File: src/hw/rtl/bb3_pkg.sv
`default_nettype none

package bb3_pkg;

   localparam int MAX_WIDTH_DEF = 256;
   localparam int MAX_HEIGHT    = 256;
   localparam int MIN_DIM       = 3;
   localparam int ROW_W         = 8;
   localparam int DIM_W         = 9;
   localparam int CSR_IDX_W     = 8;
   localparam int SUM_W         = 12;

   // floor(s / 9) == (s * 3641) >> 15 for every s below 2**15
   localparam logic [SUM_W-1:0] DIV9_MULT  = 12'd3641;
   localparam int               DIV9_SHIFT = 15;

   localparam logic [CSR_IDX_W-1:0] CSR_LINE_WIDTH   = 8'd0;
   localparam logic [CSR_IDX_W-1:0] CSR_FRAME_HEIGHT = 8'd1;

   localparam logic [DIM_W-1:0] DIM_RESET = 9'd256;

   typedef struct packed {
      logic [7:0] red_in;
      logic [7:0] green_in;
      logic [7:0] blue_in;
      logic       start_of_frame;
   } req_payload_type;

   typedef struct packed {
      logic [7:0] red_out;
      logic [7:0] green_out;
      logic [7:0] blue_out;
      logic       row_end;
      logic       frame_end;
   } rsp_payload_type;

   typedef struct packed {
      logic [7:0] red;
      logic [7:0] green;
      logic [7:0] blue;
   } rgb_type;

   // [row][col], row 0 is the oldest line, col 2 the newest pixel
   typedef rgb_type [2:0][2:0] window_type;

   typedef logic [8:0][7:0] taps_type;

   typedef struct packed {
      logic valid;
      logic row_end;
      logic frame_end;
   } stage_ctl_type;

endpackage

`default_nettype wire

File: src/hw/rtl/bb3_lane.sv
`default_nettype none

module bb3_lane
   import bb3_pkg::*;
(
   input  wire logic       clock,
   input  wire logic       load,
   input  wire taps_type   taps,
   output logic [7:0]      avg
);

   logic [SUM_W-1:0]   sum_ff, sum_in;
   logic [2*SUM_W-1:0] prod;

   always_comb begin
      sum_in = '0;
      for (int k = 0; k < 9; k++) begin
         sum_in = sum_in + SUM_W'(taps[k]);
      end
   end

   always_ff @(posedge clock) begin
      if (load) begin
         sum_ff <= sum_in;
      end
   end

   // divide by nine through the reciprocal
   assign prod = sum_ff * DIV9_MULT;
   assign avg  = prod[DIV9_SHIFT+7:DIV9_SHIFT];

endmodule

`default_nettype wire

File: config.mk
export PLATFORM = sky130hd
export DESIGN_NAME = bb3_lane
export DESIGN_NICKNAME = d
export VERILOG_FILES = /design/src/hw/rtl/bb3_pkg.sv /design/src/hw/rtl/bb3_lane.sv
export SDC_FILE = /design/constraint.sdc
export NUM_CORES = 1
export LEC_CHECK = 0
export BUFFER_PORTS_ARGS = -buffer_cell sky130_fd_sc_hd__buf_2
export CAP_MARGIN = 20
export CORE_UTILIZATION = 50
export DETAILED_ROUTE_END_ITERATION = 10
export PLACE_DENSITY = 0.73
export SETUP_SLACK_MARGIN = 0.3
export SYNTH_ARGS = -nofsm -noshare
export SYNTH_HDL_FRONTEND = slang
export SYNTH_SLANG_ARGS = --single-unit
File: constraint.sdc
create_clock -name clock -period 6.3 [get_ports clock]
set_input_delay 1.26 -clock clock [delete_from_list [all_inputs] [get_ports clock]]
set_output_delay 1.26 -clock clock [all_outputs]
set_load 0.03 [all_outputs]
==> impl_metrics.toml <==
[global_route]
globalRouteOverflowTotal = 0
grt_max_degree = 13
grt_pass1_wl_mm = 12.37
antenna_found_initial = 0
grt_pass1_vias = 2869
track_usage = 0.1794

[sta]
finalSetupViolations = 0
fin_crit_sh = 0.9403
setup-tns-final_ns = 0
rsz0062_at_grt = "no"
period_minus_slack_ns = 5.924
hold_violations = 0
max_slew_margin = 0.7411
finalMaxSlewViolations = 0
fmax_mhz = 168.8
timing_worst_slew_pin_value_ns = 0.3785

[die]
core_area_um2 = 7888
rows = 32
ioPinCount = 82
fp.dieH_um = 93.05
die_w_um = 93.05
start_util = 0.5255
die-area_um2 = 8658

[drt]
drt_iter0_markers = 61
avgRoutedWirePerCell_um = 12.81
dr.pass1.iters = 4
routed_wl_mm = 7.481
drtAntennaViolNets = 0
vias_per_cell = 5.010
vias = 2926
drc = 0

[yosys]
async_flop_share = 0
ys_seq_area_frac = 0.08693
synth_area_per_cell_um2 = 10.47
postSynthCellCount = 396
netlist-cell-type-count = 32
synth_area_leaders = "fa_1 (40%), ha_1 (24%), inv_1 (11%)"
synth-seq-cells = 12
synth_top_area_frac = 0.4008
syn_area_um2 = 4145
synth-warning-count = 0
ys.flop_type = "edfxtp_1"
synth_common_cells = "inv_1 (119), fa_1 (83), ha_1 (80)"
synth-edff-count = 12
synth_fp_nets = 633
yosys.area.top_type = "fa_1"
synth_most_common_cell = "inv_1"

[worst_setup_path]
worstPathRequired_ns = 5.04
critPathMaxFanout = 4
crit_type = "flip-flop to output pin"
start_kind = "flip-flop"
cp.arrival_ns = 4.66
endpoint_kind = "output pin"

[clock_network]
cts_buffer_depth = 2
cts_tree = "done"
htree_levels = 1
clock-sinks = 12
cts_buffers = 3
cts-hold-fix-buffers = 0
path_clk_slew_ns = 0.05
clockRootBuffer = "clkbuf_8"

[placement]
placed_area_um2 = 4618
gp_congestion = 0.9216
hpwl_mm = 6.686
port_buffers = 81

[run]
max-cap-violations = 0

[run_status]
status = "finished clean"

[layout]
drive_gt1_frac = 0.2593
diodes = 0
reg_top3 = "sum_ff: 12 flops"
fin_nets = 720
fin_area_um2 = 4907
fill_cells = 643
regMostFlops = "sum_ff"
largest_reg_flops = 12
area_delta_synth_final_pct = 18.38

[hold_path]
hold_class = "input pin to flip-flop"
[cells in the final DEF (no fill, tap or decap), drive strengths merged]
master     n
o21bai     1
a31oi      1
a311oi     1
ha        80
a21o       6
a21boi     3
xor2       4
or4b       1
o221ai     1
nand2      6
a21oi     10
fa        83
clkbuf     4
nor2b      2
buf       89
inv      119
or3        1
nand4      4
o21a       1
nor3b      1
nand3      2
nor2      10
nor3       6
edfxtp    12
o31ai      1
nor4b      1
clkinv     1
or2        1
a211oi     4
o211ai     1
xnor2     15
a2111oi    2
o21ai      8
[timing repair]
action,in CTS,in global routing
setup buffers,4,5
pin swaps,4,14
setup endpoints to repair,4,8
gates resized for setup,6,30
[worst paths after layout]
check / from / to / cells past startpoint
worst min-delay path: load / sum_ff[6] / 1
worst max-delay path: sum_ff[0] / avg[5] / 17
[metal layers]
metal,part of all wire,track usage
met1,0.41,0.2500
met2,0.53,0.3113
met3,0.054,0.02927
met4,0.0019,0.007692
met5,0,0
[critical path: stages, from the launching register on]
cell and delay [ns]:
edfxtp_1 0.47, fa_1 0.56, ha_1 0.20, inv_1 0.08, fa_1 0.55, inv_1 0.06
fa_1 0.50, inv_2 0.04, fa_2 0.53, inv_2 0.05, ha_4 0.26, nand4_1 0.15
nor3_2 0.26, o31ai_2 0.13, nand3_2 0.13, a31oi_1 0.10, xnor2_1 0.14, clkbuf_4 0.21
[kinds of logic after synthesis]
| group | count (synthesis) | share of synthesized area |
|---|---|---|
| adders and majority gates | 163 | 0.6423 |
| buffers and inverters | 127 | 0.1222 |
| AOI/OAI and AO/OA | 40 | 0.06581 |
| and+or+nand+nor | 35 | 0.04256 |
| xor gates and xnor gates | 19 | 0.04014 |
| DFF | 12 | 0.08693 |
[final cells by class]
class / count / area, um2 / share of cell area
Tap cell: 102 / 127.6 / 0.02601
Clock inverter: 1 / 3.754 / 0.0007649
Inverter: 119 / 446.7 / 0.09102
Timing Repair Buffer: 90 / 480.5 / 0.09791
Sequential cell: 12 / 360.3 / 0.07343
Multi-Input combinational cell: 257 / 3447 / 0.7024
Clock buffer: 3 / 41.29 / 0.008414
[through the flow]
step | hold slack [ns] | util | cells | worst slack [ns]
4_1_cts | 1.421 | 0.5976 | 579 | 0.3039
5_1_grt | 1.422 | 0.6221 | 584 | 0.2401
3_3_place_gp | 1.667 | 0.5855 | 571 | 0.5269
6_report | 1.418 | 0.6221 | 584 | 0.3761
3_5_place_dp | 1.670 | 0.5855 | 571 | 0.4357
2_1_floorplan | 1.373 | - | 396 | 0.7227
Power is left out: the tool's default activity adds up to more than one toggle a clock period on the data nets, which glitch-free logic cannot reach.
